`src/rtl/jspd_pkg.sv`:
```
// shared types, constants and report decode for the joystick serial packet decoder
package jspd_pkg;

  localparam int BUFFER_BYTES = 4;
  localparam int BUF_IDX_W    = $clog2(BUFFER_BYTES);
  localparam int FILL_W       = $clog2(BUFFER_BYTES + 1);
  localparam int LEN_W        = 3;
  localparam int NUM_TYPES    = 8;
  localparam int LENGTHS_W    = LEN_W * NUM_TYPES;

  localparam logic [LENGTHS_W-1:0] LENGTHS_RESET = 24'h020620;

  // configuration port
  localparam int CFG_ADDR_W = 3;
  localparam int CFG_DATA_W = 32;
  localparam logic [0:0] REG_PACKET_LENGTHS = 1'b0;

  // output queue
  localparam int QUEUE_DEPTH = 4;
  localparam int QPTR_W      = $clog2(QUEUE_DEPTH);
  localparam int QCNT_W      = $clog2(QUEUE_DEPTH + 1);

  // packet types
  localparam logic [2:0] TYPE_BUTTONS = 3'd1;
  localparam logic [2:0] TYPE_STICK   = 3'd3;
  localparam logic [2:0] TYPE_ANALOG  = 3'd5;

  // report kinds
  localparam logic [1:0] KIND_BUTTONS = 2'd0;
  localparam logic [1:0] KIND_STICK   = 2'd1;
  localparam logic [1:0] KIND_ANALOG  = 2'd2;
  localparam logic [1:0] KIND_EMPTY   = 2'd3;

  typedef struct packed {
    logic [1:0]        kind;
    logic [3:0]        buttons;
    logic signed [9:0] stick_x;
    logic signed [8:0] stick_y;
    logic signed [8:0] throttle;
    logic signed [1:0] hat_x;
    logic signed [1:0] hat_y;
    logic signed [8:0] dial_delta;
    logic              last;
  } report_t;

  // clamped packet length for a type
  function automatic logic [FILL_W-1:0] length_for_type(logic [LENGTHS_W-1:0] lengths,
                                                         logic [2:0] ptype);
    logic [LEN_W-1:0] n;
    n = lengths[LEN_W*ptype +: LEN_W];
    if (n > LEN_W'(BUFFER_BYTES)) begin
      length_for_type = FILL_W'(BUFFER_BYTES);
    end else begin
      length_for_type = FILL_W'(n);
    end
  endfunction

  function automatic report_t decode_report(logic [7:0] b0, logic [7:0] b1,
                                            logic [7:0] b2, logic [7:0] b3);
    report_t r;
    logic [2:0] ptype;
    r     = '0;
    ptype = b0[6:4];
    unique case (ptype)
      TYPE_BUTTONS: begin
        r.kind    = KIND_BUTTONS;
        r.buttons = b3[3:0];
      end
      TYPE_STICK: begin
        r.kind    = KIND_STICK;
        r.stick_x = {1'b0, b0[3], 8'b0} - {2'b0, b2[7] | b0[2], b2[6:0]};
        r.stick_y = {1'b0, b1[7] | b0[0], b1[6:0]} - {b0[1], 8'b0};
      end
      TYPE_ANALOG: begin
        r.kind       = KIND_ANALOG;
        r.throttle   = {1'b0, b1[7] | b0[0], b1[6:0]} - {b0[1], 8'b0};
        r.hat_x      = {1'b0, b3[1]} - {1'b0, b3[0]};
        r.hat_y      = {1'b0, b3[3]} - {1'b0, b3[2]};
        r.dial_delta = {1'b0, b2[7] | b0[2], b2[6:0]} - {b0[3], 8'b0};
      end
      default: begin
        r.kind = KIND_EMPTY;
      end
    endcase
    decode_report = r;
  endfunction

endpackage

```
`src/rtl/joystick_serial_packet_decoder.sv`:
```
// joystick serial packet decoder: byte assembly, report decode and output queue
// a report is written into the output queue at the edge that accepts its completing byte
// throughput: one byte per cycle when not stalled; a byte yields zero, one or two reports
// reports leave a 4-entry queue, one per cycle unless rpt_stall_i is high; rx_stall_o rises
//   when under two entries are free, so a run of two-report bytes is paced by the output side
// reset: buffer cleared to zero, no packet open, queue empty, lengths register at 0x020620
module joystick_serial_packet_decoder (
  input  logic                            clk_i,
  input  logic                            rst_ni,
  // configuration
  input  logic                            psel,
  input  logic                            penable,
  input  logic                            pwrite,
  input  logic [jspd_pkg::CFG_ADDR_W-1:0] paddr,
  input  logic [jspd_pkg::CFG_DATA_W-1:0] pwdata,
  output logic [jspd_pkg::CFG_DATA_W-1:0] prdata,
  output logic                            pready,
  // byte input
  input  logic                            rx_valid_i,
  output logic                            rx_stall_o,
  input  logic [7:0]                      rx_byte_i,
  // report output
  output logic                            rpt_valid_o,
  input  logic                            rpt_stall_i,
  output logic [1:0]                      report_kind_o,
  output logic [3:0]                      buttons_o,
  output logic signed [9:0]               stick_x_o,
  output logic signed [8:0]               stick_y_o,
  output logic signed [8:0]               throttle_o,
  output logic signed [1:0]               hat_x_o,
  output logic signed [1:0]               hat_y_o,
  output logic signed [8:0]               dial_delta_o,
  output logic                            last_of_run_o
);
  import jspd_pkg::*;

  logic [LENGTHS_W-1:0] lengths_q;
  logic [7:0]           buf_q [BUFFER_BYTES];
  logic [7:0]           buf_d [BUFFER_BYTES];
  logic [FILL_W-1:0]    fill_q, fill_d;
  logic [FILL_W-1:0]    exp_q, exp_d;

  report_t              queue_q [QUEUE_DEPTH];
  logic [QPTR_W-1:0]    wr_ptr_q, rd_ptr_q;
  logic [QCNT_W-1:0]    count_q, count_d;

  logic    cfg_wr, rx_acc, rpt_acc;
  logic    emit_partial, emit_full;
  report_t rep_partial, rep_full, rep_first;
  logic [QCNT_W-1:0] push_n;

  // configuration port
  assign pready = 1'b1;
  assign cfg_wr = psel & penable & pwrite & (paddr[2] == REG_PACKET_LENGTHS);

  always_comb begin
    prdata = '0;
    if (paddr[2] == REG_PACKET_LENGTHS) begin
      prdata = CFG_DATA_W'(lengths_q);
    end
  end

  always_ff @(posedge clk_i or negedge rst_ni) begin
    if (!rst_ni) begin
      lengths_q <= LENGTHS_RESET;
    end else if (cfg_wr) begin
      lengths_q <= pwdata[LENGTHS_W-1:0];
    end
  end

  assign rx_acc  = rx_valid_i & ~rx_stall_o;
  assign rpt_acc = rpt_valid_o & ~rpt_stall_i;

  // packet assembly
  always_comb begin
    logic [FILL_W-1:0] fill_v, exp_v;
    fill_v       = fill_q;
    exp_v        = exp_q;
    buf_d        = buf_q;
    emit_partial = 1'b0;
    emit_full    = 1'b0;
    // a start byte closes any open packet first
    if (rx_byte_i[7]) begin
      emit_partial = (fill_q != '0);
      fill_v       = '0;
      exp_v        = length_for_type(lengths_q, rx_byte_i[6:4]);
    end
    if (fill_v < exp_v) begin
      buf_d[fill_v[BUF_IDX_W-1:0]] = rx_byte_i;
      fill_v = fill_v + FILL_W'(1);
    end
    if (fill_v == exp_v) begin
      emit_full = (fill_v != '0);
      fill_v    = '0;
      exp_v     = '0;
    end
    fill_d = fill_v;
    exp_d  = exp_v;
  end

  always_comb begin
    rep_partial      = decode_report(buf_q[0], buf_q[1], buf_q[2], buf_q[3]);
    rep_full         = decode_report(buf_d[0], buf_d[1], buf_d[2], buf_d[3]);
    rep_partial.last = ~emit_full;
    rep_full.last    = 1'b1;
    rep_first        = emit_partial ? rep_partial : rep_full;
    push_n           = rx_acc ? QCNT_W'(emit_partial) + QCNT_W'(emit_full) : '0;
  end

  always_ff @(posedge clk_i or negedge rst_ni) begin
    if (!rst_ni) begin
      fill_q <= '0;
      exp_q  <= '0;
      for (int i = 0; i < BUFFER_BYTES; i++) begin
        buf_q[i] <= '0;
      end
    end else if (rx_acc) begin
      fill_q <= fill_d;
      exp_q  <= exp_d;
      buf_q  <= buf_d;
    end
  end

  // output queue
  assign count_d = count_q + push_n - QCNT_W'(rpt_acc);

  always_ff @(posedge clk_i or negedge rst_ni) begin
    if (!rst_ni) begin
      wr_ptr_q <= '0;
      rd_ptr_q <= '0;
      count_q  <= '0;
    end else begin
      wr_ptr_q <= wr_ptr_q + QPTR_W'(push_n);
      rd_ptr_q <= rd_ptr_q + QPTR_W'(rpt_acc);
      count_q  <= count_d;
    end
  end

  always_ff @(posedge clk_i) begin
    if (push_n != '0) begin
      queue_q[wr_ptr_q] <= rep_first;
    end
    if (push_n == QCNT_W'(2)) begin
      queue_q[wr_ptr_q + QPTR_W'(1)] <= rep_full;
    end
  end

  assign rx_stall_o  = (count_q > QCNT_W'(QUEUE_DEPTH - 2));
  assign rpt_valid_o = (count_q != '0);

  always_comb begin
    report_t head;
    head          = queue_q[rd_ptr_q];
    report_kind_o = head.kind;
    buttons_o     = head.buttons;
    stick_x_o     = head.stick_x;
    stick_y_o     = head.stick_y;
    throttle_o    = head.throttle;
    hat_x_o       = head.hat_x;
    hat_y_o       = head.hat_y;
    dial_delta_o  = head.dial_delta;
    last_of_run_o = head.last;
  end

  // checks
  a_count_bound: assert property (@(posedge clk_i) disable iff (!rst_ni)
    count_q <= QCNT_W'(QUEUE_DEPTH))
    else $error("report queue over capacity");

  a_fill_bound: assert property (@(posedge clk_i) disable iff (!rst_ni)
    (fill_q == '0) || (fill_q < exp_q))
    else $error("fill index not below expected length");

  a_exp_bound: assert property (@(posedge clk_i) disable iff (!rst_ni)
    exp_q <= FILL_W'(BUFFER_BYTES))
    else $error("expected length above buffer size");

  a_room_on_accept: assert property (@(posedge clk_i) disable iff (!rst_ni)
    rx_acc |-> (count_q <= QCNT_W'(QUEUE_DEPTH - 2)))
    else $error("request accepted without room for two reports");

  a_idle_empty: assert property (@(posedge clk_i) disable iff (!rst_ni)
    (count_q == '0 && !rx_acc) |=> (count_q == '0))
    else $error("report appeared without a request");

endmodule

```
`config.mk`:
```
export PLATFORM = sky130hd
export DESIGN_NAME = joystick_serial_packet_decoder
export DESIGN_NICKNAME = d
export VERILOG_FILES = /design/src/rtl/jspd_pkg.sv /design/src/rtl/joystick_serial_packet_decoder.sv
export SDC_FILE = /design/constraint.sdc
export NUM_CORES = 1
export LEC_CHECK = 0
export BUFFER_PORTS_ARGS = -buffer_cell sky130_fd_sc_hd__buf_2
export CELL_PAD_IN_SITES_DETAIL_PLACEMENT = 0
export CELL_PAD_IN_SITES_GLOBAL_PLACEMENT = 1
export CORE_ASPECT_RATIO = 1.5
export CORE_UTILIZATION = 24
export DETAILED_ROUTE_END_ITERATION = 16
export HOLD_SLACK_MARGIN = 0.06
export PLACE_DENSITY_LB_ADDON = 0.1
export SYNTH_ARGS = -nofsm -noshare
export SYNTH_HDL_FRONTEND = slang
export SYNTH_SLANG_ARGS = --single-unit
```
`constraint.sdc`:
```
create_clock -name clk_i -period 5.75 [get_ports clk_i]
set_input_delay 0 -clock clk_i [delete_from_list [all_inputs] [get_ports clk_i]]
set_output_delay 0 -clock clk_i [all_outputs]
set_load 0.01 [all_outputs]
```
==> impl_metrics.env, run 1 <==
export IMPL_outcome="finished, final reports clean"
export IMPL_clkTransAtPathRegs_ps=60
export IMPL_grt_pass1_vias=10900
export IMPL_crit_arrival_ps=5570
export IMPL_io_pins=133
export IMPL_wl_per_cell_um=26.7
export IMPL_start_kind="flip-flop"
export IMPL_grt_first_pass_wirelength_um=76900
export IMPL_finClkSkew_ps=25.7
export IMPL_numCtsBuffers=29
export IMPL_worst_setup_path_type="reg -> reg"
export IMPL_ir_worst_vdd_mv=0.209
export IMPL_first_iter_violations=663
export IMPL_via_count=10300
export IMPL_postRouteAntennaNets=0
export IMPL_regArea_um2=7340
export IMPL_synthArstFlopShare_pct=25.0
export IMPL_synth_area_leader_cell="edfxtp_1"
export IMPL_dp_cells=1906
export IMPL_fin_setup_tns_ps=0
export IMPL_grt_usage_pct=18.5
export IMPL_multi_input_area_um2=5770
export IMPL_antenna_found_initial=0
export IMPL_ys_ff_latch=256
export IMPL_first_pass_iters=5
export IMPL_finalHoldViolCount=0
export IMPL_diodes=0
export IMPL_synth_area_um2=13500
export IMPL_fp_dieArea_um2=57300
export IMPL_finalSetupViolations=0
export IMPL_period_needed_ps=5160
export IMPL_synth_area_leaders="edfxtp_1, dfrtp_1, mux4_2"
export IMPL_initial_core_util_pct=24.3
export IMPL_fp_dieH_um=293
export IMPL_gp_congestion=0.791
export IMPL_synth_top_cell_area_share_pct=41.8
export IMPL_port_buffers=113
export IMPL_holdCritPathClass="in -> reg"
export IMPL_critPathMaxFanout=10
export IMPL_postCtsSetupRepairBufs=0
export IMPL_nets=1338
export IMPL_nFillCells=5770
export IMPL_gr_total_overflow=0
export IMPL_syn_area_per_cell_um2=12.2
export IMPL_wl_um=53300
export IMPL_hpwlAfterDp_um=36400
export IMPL_slew_viol_final=0
export IMPL_coreArea_um2=55700
export IMPL_rsz0062_at_grt="no"
export IMPL_synth_edf_count=188
export IMPL_die_w_um=196
export IMPL_cts_sinks=256
export IMPL_root_buffer="clkbuf_16"
export IMPL_p_leak_nw=5.72
export IMPL_yosysUniqueCellTypes=73
export IMPL_syn_to_final_growth_pct=21.9
export IMPL_syn_inst=1112
export IMPL_layout_commonest_cell="edfxtp_1"
export IMPL_total_power_mw=7.58
export IMPL_max_cap_viol_count=0
export IMPL_routed_via_density=5.15
export IMPL_yosys_warnings=0
export IMPL_cts_tree="built"
export IMPL_ys_seq_area_share_pct=54.2
export IMPL_hold_ws_ps=93.9
export IMPL_power_density_nw_per_um2=460
export IMPL_slew_headroom_pct=33.8
export IMPL_route_detailed_drc=0
export IMPL_finalCritPeriodShare_pct=89.7
export IMPL_final_cell_mix="edfxtp_1, o22ai_1, nand2_1, buf_2, dfrtp_1"
export IMPL_clock_path_buffers=3
export IMPL_final_cells=1993
export IMPL_worst_ep_required_time_ps=6160
export IMPL_worstSetupEndpointType="flip-flop"
export IMPL_core_rowCount=106
export IMPL_fmax_mhz=194
export IMPL_clk_latency_ps=590
export IMPL_utilization_pct=29.6
export IMPL_drive_above_1_share_pct=27.8
export IMPL_tightest_slew_ps=993
export IMPL_grt_max_degree=62
export IMPL_synth_main_ff_cell="edfxtp_1"
export IMPL_htreeDepth=1
registers in the layout, summed over array words and instances (netlist names):
name / flops
queue_q: 192
buf_q: 27
lengths_q: 24
count_q: 3
exp_q: 3
fill_q: 3
rd_ptr_q: 2
wr_ptr_q: 2
worst max-delay path, stage by stage, from the launching register on:
cell and delay (ps):
dfrtp_1 390, mux4_2 500, mux2i_4 230, a31oi_2 140, ha_1 260, nor4b_1 490
o21a_1 220, buf_4 150, a31oi_1 70, nor3_1 230, o21ai_1 120, nor3_1 310
ha_1 290, nor2_1 100, or3_1 340, nor2_1 390, buf_4 290, o21ai_2 200
o22ai_1 250
area by class of cell:
type                       instances  share of cell area (%)
sequential                       256                    44.5
clock inverter                    15                   0.797
inverter                          20                   0.455
tap                              702                    5.33
multi-input combinational        750                    35.0
clock buffer                      38                    4.67
timing repair buffer             212                    9.23
cells in the mapped netlist, types with 6 or more instances:
cell type	count
buf_4	13
nor3_1	11
edfxtp_1	188
inv_1	20
clkbuf_1	62
mux4_2	52
mux2i_1	8
xor2_1	10
nand2b_1	12
a22o_1	25
o211ai_1	11
ha_1	18
o22ai_1	134
nand3_1	20
o21ai_0	56
nor2b_1	34
o21ai_1	7
buf_1	10
nor2_1	37
a21oi_1	17
mux2_2	52
and3_1	6
xnor2_1	17
buf_2	8
nand2_1	123
dfrtp_1	60
a32oi_1	7
worst paths after layout:
path,from,endpoint,slack [ps],depth (start not counted)
hold / removal,penable,lengths_q[19],90,4
hold reg to reg,queue_q[2][0],queue_q[2][0],460,1
max in group asynchronous,rst_ni,rd_ptr_q[0],4840,3
setup reg to reg,lengths_q[2],queue_q[3][1],590,18
setup / recovery,lengths_q[2],queue_q[3][1],590,18
min in group asynchronous,rst_ni,rd_ptr_q[0],200,3
what timing repair did:
action	in CTS	in global routing
resized for setup	0	0
hold endpoints to repair	111	0
hold buffers	34	0
power breakdown:
| group | internal, mW | total, mW | switching, mW |
|---|---|---|---|
| combinational | 1.25 | 3.11 | 1.85 |
| sequential | 2.30 | 2.64 | 0.346 |
| clock | 1.03 | 1.83 | 0.802 |
| total | 4.58 | 7.58 | 3.00 |
per-stage QoR:
| step | cell area [µm²] | worst slack (ps) |
|---|---|---|
| 2_1_floorplan | 13500 | 143 |
| 5_1_grt | 16500 | 157 |
| 3_5_place_dp | 15200 | 531 |
| 4_1_cts | 16500 | 504 |
| 6_report | 16500 | 590 |
| 3_3_place_gp | 15200 | 585 |
logic make-up (layout without fill, tap and decap cells):
group / Yosys count / count (layout) / share of synthesized area (%)
mux: 115 / 115 / 14.0
xor+xnor: 27 / 27 / 1.75
fa+ha+maj: 19 / 19 / 1.81
other cells: 2 / 9 / 0.0556
simple gates: 275 / 275 / 9.70
flops: 256 / 256 / 54.2
buf+inv: 113 / 285 / 3.57
compound gates: 305 / 305 / 14.9
per-layer routing:
metal  global-route usage, %  share of wire, %  wire length, µm
met2                    35.7                55            29200
met3                    1.75               3.3             1740
met4                    4.73               2.0             1060
met5                       0                 0                0
met1                    21.6                40            21300
No activity file was read; power rests on OpenSTA's default activity.
==> run 2: changes to the inputs <==
--- a/config.mk
+++ b/config.mk
@@ -6,13 +6,12 @@
 export NUM_CORES = 1
 export LEC_CHECK = 0
 export BUFFER_PORTS_ARGS = -buffer_cell sky130_fd_sc_hd__buf_2
-export CELL_PAD_IN_SITES_DETAIL_PLACEMENT = 0
-export CELL_PAD_IN_SITES_GLOBAL_PLACEMENT = 1
 export CORE_ASPECT_RATIO = 1.5
 export CORE_UTILIZATION = 24
 export DETAILED_ROUTE_END_ITERATION = 16
+export GPL_TIMING_DRIVEN = 0
 export HOLD_SLACK_MARGIN = 0.06
-export PLACE_DENSITY_LB_ADDON = 0.1
+export RECOVER_POWER = 25
 export SYNTH_ARGS = -nofsm -noshare
 export SYNTH_HDL_FRONTEND = slang
 export SYNTH_SLANG_ARGS = --single-unit
==> run 2 against run 1 <==
  * The run now ends with capacitance limit, slew limit left
  * Core utilization increased by 0.34 points
  * Worst setup slack got worse by 320 ps
  * Clock power decreased by 8%
  * Design area increased by 1.2%
  * Final cell count increased by 1.9%
  * Routed wire length decreased by 1.9%
  * Largest cell class unchanged
==> impl_metrics.env, run 2 (synthesis gave the netlist of run 1 again) <==
export IMPL_outcome="finished, violations left"
export IMPL_violations="capacitance limit, slew limit"
export IMPL_die_w_um=196
export IMPL_regArea_um2=7330
export IMPL_io_pins=133
export IMPL_hpwlAfterDp_um=37500
export IMPL_nFillCells=5687
export IMPL_slew_headroom_pct=-139
export IMPL_hold_ws_ps=104
export IMPL_fp_dieH_um=293
export IMPL_gp_congestion=0.981
export IMPL_rrSetupSlack_ps=270
export IMPL_postRouteAntennaNets=0
export IMPL_core_rowCount=106
export IMPL_p_int_mw=4.45
export IMPL_worstSetupEndpointType="flip-flop"
export IMPL_grt_usage_pct=17.8
export IMPL_cts_sinks=256
export IMPL_slew_viol_final=56
export IMPL_via_count=10800
export IMPL_syn_to_final_growth_pct=23.3
export IMPL_period_needed_ps=5480
export IMPL_port_buffers=110
export IMPL_antenna_found_initial=1
export IMPL_utilization_pct=29.9
export IMPL_post_route_cell_area_um2=16700
export IMPL_fmax_mhz=182
export IMPL_crit_end="queue_q[3][3]"
export IMPL_grt_max_degree=56
export IMPL_regMostFlops="queue_q"
export IMPL_route_detailed_drc=0
export IMPL_initial_core_util_pct=24.3
export IMPL_tightest_slew_ps=3590
export IMPL_p_leak_nw=5.60
export IMPL_nets=1379
export IMPL_first_pass_iters=5
export IMPL_first_iter_violations=966
export IMPL_finalHoldViolCount=0
export IMPL_p_clk_share_pct=22.0
export IMPL_swShare_pct=41.8
export IMPL_crit_reg2reg_launch="lengths_q[14]"
export IMPL_largest_reg_flops=192
export IMPL_layout_commonest_cell="edfxtp_1"
export IMPL_worst_ep_required_time_ps=6150
export IMPL_placed_area_um2=15000
export IMPL_crit_arrival_ps=5880
export IMPL_r2r_end="queue_q[3][3]"
export IMPL_worst_setup_path_type="reg -> reg"
export IMPL_clock_path_buffers=3
export IMPL_cts_tree="built"
export IMPL_htreeDepth=1
export IMPL_coreArea_um2=55700
export IMPL_fp_dieArea_um2=57300
export IMPL_wl_um=52300
export IMPL_p_seq_share_pct=32.8
export IMPL_clk_latency_ps=560
export IMPL_critPathLaunch="lengths_q[14]"
export IMPL_routed_via_density=5.33
export IMPL_start_kind="flip-flop"
export IMPL_reg2reg_depth=22
export IMPL_rsz0062_at_grt="no"
export IMPL_numCtsBuffers=25
export IMPL_power_density_nw_per_um2=459
export IMPL_critPathMaxFanout=10
export IMPL_grt_pass1_vias=11200
export IMPL_multi_input_area_um2=6130
export IMPL_final_cell_mix="edfxtp_1, o22ai_1, nand2_1, clkbuf_1, buf_2"
export IMPL_wl_per_cell_um=25.7
export IMPL_place_ws_ps=-2210
export IMPL_worst_slack_ps=266
export IMPL_finClkSkew_ps=20.0
export IMPL_max_cap_viol_count=1
export IMPL_dp_cells=1932
export IMPL_drive_above_1_share_pct=24.8
export IMPL_combPwrFrac_pct=45.2
export IMPL_grt_first_pass_wirelength_um=74700
export IMPL_final_cells=2031
export IMPL_ir_worst_vdd_mv=0.250
export IMPL_power_switching_mw=3.20
export IMPL_clkTransAtPathRegs_ps=70
export IMPL_finalCritPeriodShare_pct=95.4
export IMPL_reg_top3="queue_q (192), buf_q (27), lengths_q (24)"
export IMPL_holdCritPathClass="in -> reg"
export IMPL_gr_total_overflow=0
export IMPL_finalSetupViolations=0
export IMPL_root_buffer="clkbuf_16"
## run 2: cell count changes in the layout (fill, tap and decap cells not counted), sizes merged
cell         delta
clkbuf         +99
buf            -66
inv             +5
nand2           +4
dlygate4sd3     -3
clkinv          -2
diode           +1
## run 2: worst max-delay path, stage by stage (launching register included)
cell and delay [ps]:
dfrtp_1 390, mux4_2 520, mux2i_4 300, buf_6 200
nand2_1 60, o21ai_0 130, ha_1 310, a21oi_2 210
nor4b_4 310, a31o_1 190, buf_4 170, buf_2 250
nor3_1 100, o21ai_2 210, nor3_4 90, ha_2 480
nor2_4 80, or3_4 450, nor2_4 240, nor2_4 100
nor2_1 260, a21oi_1 110, o22ai_1 140
## run 2: area by class of cell
| type | instances | share of cell area (%) |
|---|---|---|
| clock buffer | 27 | 3.80 |
| sequential | 256 | 44.0 |
| tap | 702 | 5.27 |
| antenna | 1 | 0.0150 |
| multi-input combinational | 754 | 36.8 |
| clock inverter | 18 | 1.01 |
| timing repair buffer | 162 | 5.93 |
| inverter | 20 | 0.450 |
| buffer | 91 | 2.76 |
## run 2: power by group through the flow
stage                     Clock, mW  Sequential, mW  Combinational (mW)
after floorplan                   0            2.47                2.06
after global placement            0            2.54                3.23
after detailed placement          0            2.54                3.26
after CTS                      1.71            2.50                3.42
after global routing           1.76            2.54                3.68
final                          1.69            2.51                3.46
## run 2: what timing repair did
item / in CTS / in global routing
buffers inserted: 13 / 7
hold buffers: 31 / 0
pin swaps: 6 / 6
gates resized for setup: 77 / 36
setup endpoints to repair: 382 / 374
cloned: 1 / 3
endpoints found under the hold margin: 95 / 0
## run 2: per-stage QoR
stage                     total power [mW]  setup TNS, ps
after detailed placement              5.81        -614010
final                                 7.65              0
after floorplan                       4.53              0
after global placement                5.77        -866950
after global routing                  7.97              0
after CTS                             7.63              0
## run 2: routing by layer
metal | part of all wire, % | up-vias | routed length [µm] | global-route usage (%)
met5 | 0 | - | 0 | 0
met4 | 8.3 | 0 | 4310 | 11.6
met3 | 5.5 | 187 | 2890 | 2.21
met2 | 52 | 562 | 27300 | 33.8
met1 | 34 | 5364 | 17700 | 18.0
li1 | - | 4721 | - | -
## run 2: how the worst min path moves through the flow
stage / start / end / slack (ps) / cells past startpoint
after floorplan: rst_ni / buf_q[0] / -300 / 0
after global placement: pwdata[13] / lengths_q[13] / 230 / 2
after detailed placement: rst_ni / buf_q[3] / -140 / 1
after CTS: pwrite / lengths_q[19] / 120 / 3
after global routing: pwrite / lengths_q[18] / 130 / 3
final: pwrite / lengths_q[19] / 100 / 3
